$ cat config.mk
export PLATFORM = sky130hd
export DESIGN_NAME = vital_sign_packet_deframer_unit
export DESIGN_NICKNAME = d
export VERILOG_FILES = /design/src/vspd_pkg.sv /design/src/vital_sign_packet_deframer_unit.sv
export SDC_FILE = /design/constraint.sdc
export NUM_CORES = 1
export LEC_CHECK = 0
export ABC_AREA = 1
export BUFFER_PORTS_ARGS = -buffer_cell sky130_fd_sc_hd__buf_2
export CAP_MARGIN = 30
export CORE_ASPECT_RATIO = 1.2
export CORE_UTILIZATION = 35
export DETAILED_ROUTE_END_ITERATION = 16
export SLEW_MARGIN = 20
export SYNTH_ARGS = -nofsm -noshare
export SYNTH_HDL_FRONTEND = slang
export SYNTH_SLANG_ARGS = --single-unit
$ cat constraint.sdc
create_clock -name clk -period 4.3 [get_ports clk]
set_input_delay 0.645 -clock clk [delete_from_list [all_inputs] [get_ports clk]]
set_output_delay 0.645 -clock clk [all_outputs]
set_load 0.005 [all_outputs]
$ cat src/vspd_pkg.sv
`timescale 1ns / 1ps
// Shared types and constants for the vital-sign packet deframer.
// No dependencies; imported by the deframer top level and its checker.
package vspd_pkg;

    localparam int BYTE_W   = 8;
    localparam int STATUS_W = 2;
    localparam int TDATA_W  = 64;
    localparam int CFG_IDX_W = 2;
    localparam int NUM_FIELDS = 7;

    // Shortest payload, id byte included, that carries a full vital record.
    localparam logic [BYTE_W-1:0] VITAL_MIN_LEN = 8'd8;

    // Register indexes on the configuration port.
    localparam logic [CFG_IDX_W-1:0] CFG_SYNC_FIRST  = 2'd0;
    localparam logic [CFG_IDX_W-1:0] CFG_SYNC_SECOND = 2'd1;
    localparam logic [CFG_IDX_W-1:0] CFG_VITAL_ID    = 2'd2;

    // Register reset values.
    localparam logic [BYTE_W-1:0] SYNC_FIRST_RST  = 8'h66;
    localparam logic [BYTE_W-1:0] SYNC_SECOND_RST = 8'hCC;
    localparam logic [BYTE_W-1:0] VITAL_ID_RST    = 8'h01;

    // Result status codes.
    typedef enum logic [STATUS_W-1:0] {
        ST_VITAL     = 2'd0,
        ST_CSUM_FAIL = 2'd1,
        ST_TOO_SHORT = 2'd2,
        ST_OTHER_ID  = 2'd3
    } status_t;

    // Framing state, one-hot.
    typedef enum logic [4:0] {
        PH_SYNC1   = 5'b00001,
        PH_SYNC2   = 5'b00010,
        PH_LEN     = 5'b00100,
        PH_PAYLOAD = 5'b01000,
        PH_CHECK   = 5'b10000
    } phase_t;

endpackage

$ cat src/vital_sign_packet_deframer_unit.sv
`timescale 1ns / 1ps
// Vital-sign packet deframer: byte-serial framing machine with registered
// input and output words. Depends on vspd_pkg.
//
// Usage: received serial bytes enter one word at a time on the slave stream
// (s_tvalid, s_tready, s_tdata). The block hunts for two sync bytes, reads a
// length byte, that many payload bytes (packet id first) and a checksum byte.
// For each packet one result word leaves on the master stream: the status in
// m_tuser and the id and vital-sign fields in m_tdata.
// A checksum byte passes through the input register and, once framed, into
// the result register, which raises m_tvalid when it is loaded.
// Throughput: one byte per cycle. Bytes other than a checksum byte are always
// taken; a checksum byte waits in the input register only while an earlier
// result is still held on the master side, so s_tready drops just then.
// Reset (rst_n low, asynchronous) returns to hunting the first sync byte,
// empties both registers and loads the sync and id registers with 0x66, 0xCC
// and 0x01. When the receiver stalls, the pending result holds steady and the
// framing of further bytes goes on until the next checksum byte.
// Configuration must be written via cfg_we/cfg_index/cfg_data only when idle;
// not enforced by the block; 0 is the first sync, 1 second, 2 vital packet id.
module vital_sign_packet_deframer_unit
    import vspd_pkg::*;
(
    input  logic                  clk,
    input  logic                  rst_n,
    // Configuration write port.
    input  logic                  cfg_we,
    input  logic [CFG_IDX_W-1:0]  cfg_index,
    input  logic [BYTE_W-1:0]     cfg_data,
    // Received bytes.
    input  logic                  s_tvalid,
    output logic                  s_tready,
    input  logic [BYTE_W-1:0]     s_tdata,   // rx_byte[7:0]
    // Packet results.
    output logic                  m_tvalid,
    input  logic                  m_tready,
    // packet_id[7:0], heart_rate[15:8], breath_rate[23:16],
    // temperature_tenths[39:24], pressure_high[47:40], pressure_low[55:48],
    // oxygen[63:56]
    output logic [TDATA_W-1:0]    m_tdata,
    output logic [STATUS_W-1:0]   m_tuser    // status[1:0]
);

    // Configuration registers.
    logic [BYTE_W-1:0] sync_first_reg;
    logic [BYTE_W-1:0] sync_second_reg;
    logic [BYTE_W-1:0] vital_id_reg;

    // Input register.
    logic              in_valid_reg;
    logic [BYTE_W-1:0] in_byte_reg;

    // Framing state.
    phase_t            phase_reg, phase_next;
    logic [BYTE_W-1:0] length_reg;
    logic [BYTE_W-1:0] index_reg;
    logic [BYTE_W-1:0] sum_reg;
    logic [BYTE_W-1:0] id_reg;
    logic [BYTE_W-1:0] fields_reg [NUM_FIELDS];

    // Result register.
    logic                out_valid_reg;
    logic [TDATA_W-1:0]  out_data_reg, out_data_next;
    logic [STATUS_W-1:0] out_status_reg;
    status_t             status_next;

    logic stall;
    logic step;
    logic finish;
    logic [BYTE_W-1:0] sum_add;
    logic [BYTE_W-1:0] index_inc;

    // A checksum byte can only retire when the result register is free or
    // is being emptied in this cycle.
    assign stall    = in_valid_reg && (phase_reg == PH_CHECK) && out_valid_reg && !m_tready;
    assign s_tready = !stall;
    assign step     = in_valid_reg && !stall;
    assign finish   = step && (phase_reg == PH_CHECK);

    assign sum_add   = sum_reg + in_byte_reg;
    assign index_inc = index_reg + 8'd1;

    always_ff @(posedge clk or negedge rst_n)
    begin
        if (!rst_n)
        begin
            sync_first_reg  <= SYNC_FIRST_RST;
            sync_second_reg <= SYNC_SECOND_RST;
            vital_id_reg    <= VITAL_ID_RST;
        end
        else if (cfg_we)
        begin
            unique case (cfg_index)
                CFG_SYNC_FIRST:  sync_first_reg  <= cfg_data;
                CFG_SYNC_SECOND: sync_second_reg <= cfg_data;
                CFG_VITAL_ID:    vital_id_reg    <= cfg_data;
                default: ;
            endcase
        end
    end

    // The input register refills whenever its word retires or it is empty.
    always_ff @(posedge clk or negedge rst_n)
    begin
        if (!rst_n)
        begin
            in_valid_reg <= 1'b0;
        end
        else if (s_tready)
        begin
            in_valid_reg <= s_tvalid;
        end
    end

    always_ff @(posedge clk)
    begin
        if (s_tready && s_tvalid)
        begin
            in_byte_reg <= s_tdata;
        end
    end

    always_comb
    begin
        phase_next = phase_reg;
        unique case (phase_reg)
            PH_SYNC1:   phase_next = (in_byte_reg == sync_first_reg) ? PH_SYNC2 : PH_SYNC1;
            PH_SYNC2:   phase_next = (in_byte_reg == sync_second_reg) ? PH_LEN : PH_SYNC1;
            PH_LEN:     phase_next = (in_byte_reg == '0) ? PH_CHECK : PH_PAYLOAD;
            PH_PAYLOAD: phase_next = (index_inc == length_reg) ? PH_CHECK : PH_PAYLOAD;
            PH_CHECK:   phase_next = PH_SYNC1;
            default:    phase_next = PH_SYNC1;
        endcase
    end

    always_ff @(posedge clk or negedge rst_n)
    begin
        if (!rst_n)
        begin
            phase_reg  <= PH_SYNC1;
            length_reg <= '0;
            index_reg  <= '0;
            sum_reg    <= '0;
            id_reg     <= '0;
        end
        else if (step)
        begin
            phase_reg <= phase_next;
            if (phase_reg == PH_LEN)
            begin
                length_reg <= in_byte_reg;
                sum_reg    <= in_byte_reg;
                index_reg  <= '0;
                id_reg     <= '0;
            end
            else if (phase_reg == PH_PAYLOAD)
            begin
                sum_reg   <= sum_add;
                index_reg <= index_inc;
                if (index_reg == '0)
                begin
                    id_reg <= in_byte_reg;
                end
            end
        end
    end

    // Payload bytes one to seven. They reach the result only for a vital
    // record, which is at least eight bytes long, so every one of them has
    // been written within the same packet and needs no clearing.
    always_ff @(posedge clk)
    begin
        if (step && (phase_reg == PH_PAYLOAD))
        begin
            for (int k = 0; k < NUM_FIELDS; k++)
            begin
                if (index_reg == BYTE_W'(k + 1))
                begin
                    fields_reg[k] <= in_byte_reg;
                end
            end
        end
    end

    // Result decode for the checksum byte.
    always_comb
    begin
        out_data_next = '0;
        out_data_next[7:0] = id_reg;
        if (in_byte_reg != sum_reg)
        begin
            status_next = ST_CSUM_FAIL;
        end
        else if ((length_reg != '0) && (id_reg == vital_id_reg))
        begin
            if (length_reg < VITAL_MIN_LEN)
            begin
                status_next = ST_TOO_SHORT;
            end
            else
            begin
                status_next = ST_VITAL;
                out_data_next[15:8]  = fields_reg[0];
                out_data_next[23:16] = fields_reg[1];
                out_data_next[31:24] = fields_reg[3];
                out_data_next[39:32] = fields_reg[2];
                out_data_next[47:40] = fields_reg[4];
                out_data_next[55:48] = fields_reg[5];
                out_data_next[63:56] = fields_reg[6];
            end
        end
        else
        begin
            status_next = ST_OTHER_ID;
        end
    end

    always_ff @(posedge clk or negedge rst_n)
    begin
        if (!rst_n)
        begin
            out_valid_reg <= 1'b0;
        end
        else if (finish)
        begin
            out_valid_reg <= 1'b1;
        end
        else if (m_tready)
        begin
            out_valid_reg <= 1'b0;
        end
    end

    always_ff @(posedge clk)
    begin
        if (finish)
        begin
            out_data_reg   <= out_data_next;
            out_status_reg <= status_next;
        end
    end

    assign m_tvalid = out_valid_reg;
    assign m_tdata  = out_data_reg;
    assign m_tuser  = out_status_reg;

endmodule

=== After elaboration in Yosys (flattened, before gate mapping) ===
Memories as Yosys holds them, arrays and structs flattened. A register that Yosys moved wholly into a read port is not among the register bits.
Index checks and enable logic that the tools add are counted.

* $add $sub $neg: 2
* Magnitude comparators: 1
* Eq/ne operators: 19
* Multiplexer cells: 55
* Bitwise gates (word level): 1
* Reductions and logical operators: 31

{| class="wikitable"
|+ Operators by type and width
! cell !! number
|-
| 8-bit two-way mux || 13
|-
| 8-bit OR reduction || 6
|-
| 8-bit by 3-bit == test with 1-bit output (second input constant) || 4
|-
| 8-bit == test || 4
|-
| 1-bit two-way mux || 29
|-
| 3-bit two-way mux || 7
|-
| 5-bit one-hot mux with 4 select lines || 1
|-
| 8-bit by 2-bit == test with 1-bit output (second input constant) || 2
|-
| 8-bit logical NOT || 2
|-
| 5-bit two-way mux || 2
|-
| 2-bit AND reduction || 5
|-
| 8-bit by 1-bit adder with 8-bit output (second input constant) || 1
|-
| 8-bit adder || 1
|-
| 8-bit by 1-bit == test with 1-bit output (second input constant) || 1
|-
| 1-bit logical AND || 8
|-
| 8-bit by 4-bit less-than comparator with 1-bit output (second input constant) || 1
|-
| 8-bit inequality test || 1
|-
| 8-bit nonzero test || 1
|-
| 2-bit two-way mux || 3
|-
| 2-bit nonzero test || 3
|-
| 5-bit by 1-bit == test with 1-bit output (second input constant) || 1
|-
| 5-bit by 2-bit == test with 1-bit output (second input constant) || 1
|-
| 5-bit by 3-bit == test with 1-bit output (second input constant) || 1
|-
| 5-bit by 4-bit == test with 1-bit output (second input constant) || 1
|-
| 9 further kinds || 10
|}

* Register bits: 81
* RAM bits: 56
* Input bits: 23
* Output and inout port bits: 68
* Word-level logic and storage cells: 124
* Memories: 1

{| class="wikitable"
|+ Memories
! name !! depth !! bits a word !! rd ports !! clocked after memory_dff !! wr ports !! line !! text
|-
| fields_reg || 7 || 8 || 7 || 7 || 1 || vital_sign_packet_deframer_unit.sv:59 || <nowiki>logic [BYTE_W-1:0] fields_reg [NUM_FIELDS];</nowiki>
|}

=== Logic depth before layout (Yosys ltp) ===
Gate-level depths: netlist of the first run.

* Depth after elaboration: 16
* Gate-level depth with buffers: 14
* Gate-level depth less buffers: 14

=== Worst setup path after synthesis of the first run ===
Ideal clock, no wire load.

* Path type: input-to-reg
* Start point: input port m_tready
* End point: register out_data_reg[0] (netlist: m_tdata[0]) (enable)
* Setup time: 0.512 ns
* Data arrival time: 3.912 ns
* Required time: 3.788 ns
* Path slack: -0.124 ns
* Cell stages on the path: 2
* Buffers on the path: 0
* Path through: inv_1 > a21oi_1

* Cells in the longest elaborated chain, start to end: 5

{| class="wikitable"
|+ Ends and longest elaborated chain
! what !! line !! text
|-
| start: declaration || vital_sign_packet_deframer_unit.sv:36 || <nowiki>input logic m_tready,</nowiki>
|-
| 1-bit logical NOT || vital_sign_packet_deframer_unit.sv:75 || <nowiki>assign stall = in_valid_reg && (phase_reg == PH_CHECK) && out_valid_reg && !m_tready;</nowiki>
|-
| 1-bit logical AND || vital_sign_packet_deframer_unit.sv:75 ||
|-
| 1-bit logical NOT || vital_sign_packet_deframer_unit.sv:77 || <nowiki>assign step = in_valid_reg && !stall;</nowiki>
|-
| 1-bit logical AND || vital_sign_packet_deframer_unit.sv:77 ||
|-
| 1-bit logical AND || vital_sign_packet_deframer_unit.sv:78 || <nowiki>assign finish = step && (phase_reg == PH_CHECK);</nowiki>
|-
| net finish || vital_sign_packet_deframer_unit.sv:69 || <nowiki>logic finish;</nowiki>
|-
| end signal: assignment || vital_sign_packet_deframer_unit.sv:238 || <nowiki>out_data_reg <= out_data_next;</nowiki>
|-
| end: declaration || vital_sign_packet_deframer_unit.sv:63 || <nowiki>logic [TDATA_W-1:0] out_data_reg, out_data_next;</nowiki>
|}

The timed path passes the listed nets, and every way through them passes these cells.
A chain may end at the register's enable or synchronous reset.

=== Worst setup path after layout of the first run ===
* Start point: register in_byte_reg[4]
* End point: register out_data_reg[62] (netlist: m_tdata[62]), read port of fields_reg, data pin

* Cells in the longest elaborated chain, start to end: 2

{| class="wikitable"
|+ Ends and longest elaborated chain
! what !! line !! text
|-
| start: declaration || vital_sign_packet_deframer_unit.sv:51 || <nowiki>logic [BYTE_W-1:0] in_byte_reg;</nowiki>
|-
| start signal: assignment || vital_sign_packet_deframer_unit.sv:119 || <nowiki>in_byte_reg <= s_tdata;</nowiki>
|-
| 8-bit inequality test || vital_sign_packet_deframer_unit.sv:190 || <nowiki>if (in_byte_reg != sum_reg)</nowiki>
|-
| 3-bit OR reduction (no line) || - ||
|}

No other way between the ends.

==> results of run 1 <==
final cells by class:
| cell class | instances | share of cell area (%) |
|---|---|---|
| Sequential cell | 193 | 55.42 |
| Tap cell | 315 | 3.976 |
| Timing Repair Buffer | 101 | 5.630 |
| Inverter | 121 | 4.582 |
| Multi-Input combinational cell | 403 | 23.93 |
| Clock buffer | 17 | 4.292 |
| Clock inverter | 15 | 2.171 |
cell usage in the layout, fill, tap and decap left out, types with 11 or more instances in the layout:
master     Yosys  layout
dfrtp_1       53      53
o21ai_0       50      50
nand2_1      132     132
clkbuf_16      0      17
nor2_4        42      42
ha_1          11      11
xor2_1        16      16
inv_1        120     120
nor2_1        35      35
a21oi_1       16      15
buf_2          8      93
nand3_1       32      32
edfxtp_1     130     130
routing by layer:
layer  wire length (um)  share of wire (%)
met5                  0                  0
met3                564                3.4
met2               8485                 52
met1               6929                 42
met4                376                2.3
final timing paths:
check                                                endpoint  slack [ns]                          start
worst max-delay path                m_tdata[62]$_SDFFCE_PP0P_        1.31       in_byte_reg[4]$_DFFE_PP_
worst min-delay path                     m_tvalid$_DFFE_PN0P_        0.23                          rst_n
worst max register to register      m_tdata[62]$_SDFFCE_PP0P_        1.31       in_byte_reg[4]$_DFFE_PP_
worst min register to register  sync_first_reg[6]$_DFFE_PN1P_        0.50  sync_first_reg[6]$_DFFE_PN1P_
max in group asynchronous       sync_first_reg[5]$_DFFE_PN1P_        3.10                          rst_n
min in group clk                     in_byte_reg[1]$_DFFE_PP_        0.38                     s_tdata[1]
worst max-delay path, stage by stage (launching register included):
cell and delay, ns:
edfxtp_1 0.73, ha_1 0.39, nor4_1 0.29, nand2_1 0.10, nor2_2 0.19, nand4_4 0.56
buf_12 0.44, nor2_1 0.12
per-stage QoR:
stage	cell area, um2	instances	hold slack [ns]
3_5_place_dp	9271	1133	0.4783
4_1_cts	9912	1165	0.2480
5_1_grt	9912	1165	0.2715
2_1_floorplan	8446	734	0.3494
3_3_place_gp	9224	1129	0.4718
6_report	9912	1165	0.2330
power by group:
part,switching [mW],internal (mW)
Sequential,0.0590,2.04
Combinational,0.104,0.0712
Clock,0.807,0.865
Total,0.970,2.97
kinds of logic (layout without fill, tap and decap cells):
kind of cell	after synthesis	count (layout)	share of synthesized area, %
simple gates	282	282	18.22
flops	193	193	65.07
buf+inv	138	254	7.129
compound gates	86	86	5.336
xor+xnor	23	23	2.386
fa+ha+maj	12	12	1.867
==> flow_summary.yaml, run 1 <==
outcome:
  status: "finished, final reports clean"
grt:
  antenna_found_initial: 0
  grt_max_degree: 67
  track_usage_pct: 14.27
  met2_usage_pct: 25.73
  top_usage_layer: "met2"
  grt-ovfl-total: 0
  grt_pass1_vias: 5100
  use_met1_pct: 16.10
  grt_pass1_wl_mm: 26.28
  grtUsageMet3_pct: 2.963
floorplan:
  die_h_um: 172.1
  die_w_um: 143.8
  initial_utilization_pct: 36.03
  ios: 91
  die-area_um2: 24750
  rows: 61
  core-area_um2: 23430
final_layout:
  drive_above_1_share_pct: 24.24
  multi_input_area_um2: 2372
  fillers: 2237
  largest_reg_flops: 64
  diodes: 0
  final_util_pct: 42.30
  seq_area_um2: 5493
  nets: 872
  area_delta_synth_final_pct: 17.42
drt:
  vias: 5207
  drtIter0Drc: 321
  dr.pass1.iters: 5
  ant_nets: 0
  vias_per_cell: 4.470
  remaining_drc_errors: 0
  wl_per_cell_um: 14.04
  wirelength_mm: 16.35
cts:
  clockBufferDepth: 2
  cts_hold_buf: 0
  worstSkewPairLatency_ns: 0.44
  cts_buffers: 17
  clk_pin_slew_ns: 0.08
  cts_tree: "built"
  h-tree-depth: 4
  clkSinkCount: 193
  ctsResizeCount: 0
  cts_root_buf: "clkbuf_16"
  cts_setup_buffers: 0
placement:
  place.gp.congestion: 0.7909
  dp_hpwl_mm: 11.60
  portBuffers: 90
  pre_cts_ws_ns: 1.256
synth:
  ys_seq_area_share_pct: 65.07
  netlist-cell-type-count: 34
  async_flop_share_pct: 32.64
  synth.cell_area_um2: 8442
  synthTopCellsByArea: "edfxtp_1 46%, dfrtp_1 16%, nand2_1 5.9%"
  synth_top_area_share_pct: 46.24
  synth.most_common_cell: "nand2_1"
  ys_seq_elements: 193
  synthFlopType: "edfxtp_1"
  avgSynthCellArea_um2: 11.50
  syn_nets: 769
  synth-edff-count: 130
  synth_top_cell_by_area: "edfxtp_1"
  synthTopCellsByCount: "132 x nand2_1, 130 x edfxtp_1, 120 x inv_1, 53 x dfrtp_1, 50 x o21ai_0"
  ys.warnings.count: 0
  syn_inst: 734
power:
  leakagePower_nw: 4.014
  power_density_nw_per_um2: 397.9
  ir_worst_vdd_v: 0.0002635
  power_mw: 3.944
timing:
  finalSetupViolations: 0
  tns_ns: 0
  fin_skew_ns: 0.01295
  maxSlewHeadroom_pct: 42.42
  grt_setup_unrepaired: "false"
  tightest_slew_ns: 0.8637
  worst_slack_ns: 1.310
  fmax_mhz: 334.5
  hold_viol: 0
  period_needed_ns: 2.990
  finalCritPeriodShare_pct: 69.53
  final_max_slew_viol_count: 0
worst_setup_path:
  crit_fanout: 23
  crit_type: "reg2reg"
  cp-start-kind: "flop"
  crit_arrival_ns: 3.29
  worstSetupEndpointType: "flop"
  worst_ep_required_time_ns: 4.60
  reg2regPathDepth: 7
hold_path:
  min_path_type: "in2async"
flow_run:
  maxCapViolCount: 0
No activity file was read; power rests on OpenSTA's default activity.
==> run 2, diff against run 1 <==
==> constraint.sdc (replaced) <==
create_clock -name clk -period 2.5 [get_ports clk]
set_input_delay 0.375 -clock clk [delete_from_list [all_inputs] [get_ports clk]]
set_output_delay 0.375 -clock clk [all_outputs]
set_load 0.005 [all_outputs]
==> flow_summary.yaml, run 2 (synthesized netlist as in run 1, its figures left out) <==
timing:
  tns_ns: 0
  tightest_slew_ns: 0.5781
  finalSetupViolations: 0
  grt_setup_unrepaired: "false"
  final_max_slew_viol_count: 0
  fmax_mhz: 464.8
  hold_viol: 0
  fin_skew_ns: 0.01184
  maxSlewHeadroom_pct: 61.46
  finalCritPeriodShare_pct: 86.05
  period_needed_ns: 2.151
final_layout:
  layout_common_cells: "132 x nand2_1, 130 x edfxtp_1, 120 x inv_1"
  area_delta_synth_final_pct: 18.81
  stdcell_area_um2: 10030
  largest_reg_flops: 64
  drive_above_1_share_pct: 25.35
  nets: 886
  diodes: 0
  mostFrequentLayoutCell: "nand2_1"
power:
  p_sw_share_pct: 23.63
  leakagePower_nw: 4.073
  switching_power_mw: 1.608
  p_int_mw: 5.196
  power_frac_clock_pct: 42.1
  combPwrFrac_pct: 5.4
  seqPwrFrac_pct: 52.5
  power_density_nw_per_um2: 678.4
  ir_worst_vdd_v: 0.0004405
drt:
  vias: 5308
  wl_per_cell_um: 14.35
  ant_nets: 0
  vias_per_cell: 4.502
  drtIter0Drc: 301
  remaining_drc_errors: 0
  wirelength_mm: 16.91
  dr.pass1.iters: 4
floorplan:
  rows: 61
  die_w_um: 143.8
  initial_utilization_pct: 36.03
  core-area_um2: 23430
  die-area_um2: 24750
  ios: 91
  die_h_um: 172.1
worst_setup_path:
  crit_fanout: 56
  r2r_slack_ns: 0.35
  crit_type: "reg2reg"
  crit_chain: "ha_1 -> nor4_1 -> nand2_1 -> nor2_2 -> nand4_4 -> buf_12 -> nor2_4"
  reg2regPathDepth: 7
  crit_end: "m_tdata[19]$_SDFFCE_PP0P_"
  cp_top_family: "simple AND/OR/NAND/NOR gates"
  worst_ep_required_time_ns: 2.79
  worstSetupPathDepth: 7
  crit_buf_inv: 1
  r2r_end: "m_tdata[19]$_SDFFCE_PP0P_"
  critPathSlowestCell: "edfxtp_1"
  worstSetupEndpointType: "flop"
  max_stage_delay_ns: 0.40
  crit_arrival_ns: 2.44
  r2r_start: "in_byte_reg[4]$_DFFE_PP_"
  cp-start-kind: "flop"
  crit_start: "in_byte_reg[4]$_DFFE_PP_"
hold_path:
  holdPathStages: 1
  min_path_type: "in2reg"
cts:
  worstSkewPairLatency_ns: 0.43
  clockBufferDepth: 2
  ctsResizeCount: 0
  clk_pin_slew_ns: 0.07
  h-tree-depth: 4
  cts_root_buf: "clkbuf_16"
  cts_buffers: 17
  cts_tree: "built"
  clkSinkCount: 193
placement:
  dp_hpwl_mm: 11.82
  placed_area_um2: 9383
  portBuffers: 90
  place.gp.congestion: 0.8374
outcome:
  status: "finished, final reports clean"
grt:
  grt-ovfl-total: 0
  antenna_found_initial: 0
  grt_max_degree: 64
  grt_pass1_wl_mm: 26.79
  track_usage_pct: 14.73
  grt_pass1_vias: 5111
flow_run:
  maxCapViolCount: 0
-- run 2: cell count changes in the layout (fill, tap and decap cells not counted), moves of 2 or more --
cell	change
clkinvlp_4	+2
inv_12	-4
buf_4	+15
buf_12	+2
buf_2	-3
inv_8	+3
inv_6	-2
-- run 2: layout make-up --
class,count,area (um2)
clock buffers,17,425.4
multi-input cells,403,2374
repair buffers,115,678.2
clock inverters,15,211.5
flip-flops and latches,193,5493
well taps,315,394.1
inverters,121,454.2
fillers,2202,13400
-- run 2: worst min path at each step --
stage,from,end,slack (ns)
after CTS,s_tdata[1],in_byte_reg[1]$_DFFE_PP_,0.1
after floorplan,rst_n,id_reg[0]$_DFFE_PN0P_,0.08
after global placement,rst_n,sum_reg[6]$_DFFE_PN0P_,0.42
final,s_tdata[1],in_byte_reg[1]$_DFFE_PP_,0.12
after detailed placement,rst_n,m_tvalid$_DFFE_PN0P_,0.42
after global routing,s_tdata[1],in_byte_reg[1]$_DFFE_PP_,0.09
-- run 2: timing repair --
action | in CTS | in global routing
hold buffers | 1 | 0
hold endpoints to repair | 53 | 0
buffers inserted | 0 | 0
-- run 2: power by group through the flow --
stage / combinational (mW) / sequential, mW / clock (mW)
5_1_grt: 0.416 / 3.58 / 3.05
4_1_cts: 0.375 / 3.57 / 2.94
2_1_floorplan: 0.208 / 3.64 / 0
6_report: 0.368 / 3.57 / 2.86
3_3_place_gp: 0.365 / 3.64 / 0
3_5_place_dp: 0.372 / 3.64 / 0
-- run 2: layer usage --
| layer | global-route usage, % | up-vias | share of wire [%] |
|---|---|---|---|
| li1 | - | 2650 | - |
| met4 | 6.244 | 0 | 2.9 |
| met5 | 0 | - | 0 |
| met1 | 17.92 | 2502 | 43 |
| met3 | 3.462 | 27 | 3.8 |
| met2 | 24.95 | 129 | 50 |
-- run 2: per-stage QoR --
step                hold slack (ns)  setup WS (ns)  util [%]  power, mW  std cells
floorplan                   0.07941         0.1905         -      3.844        734
global placement             0.4209         0.4401     40.04      4.003       1146
detailed placement           0.4206         0.3801     40.04      4.013       1146
CTS                         0.09551         0.3630     42.80      6.883       1179
global route                0.09330         0.1932     42.80      7.050       1179
finish                       0.1175         0.3487     42.80      6.804       1179
-- run 2: worst register-to-register path, stage by stage (launching register included) --
cell	delay [ns]
edfxtp_1	0.40
ha_1	0.39
nor4_1	0.30
nand2_1	0.12
nor2_2	0.19
nand4_4	0.13
buf_12	0.25
nor2_4	0.24
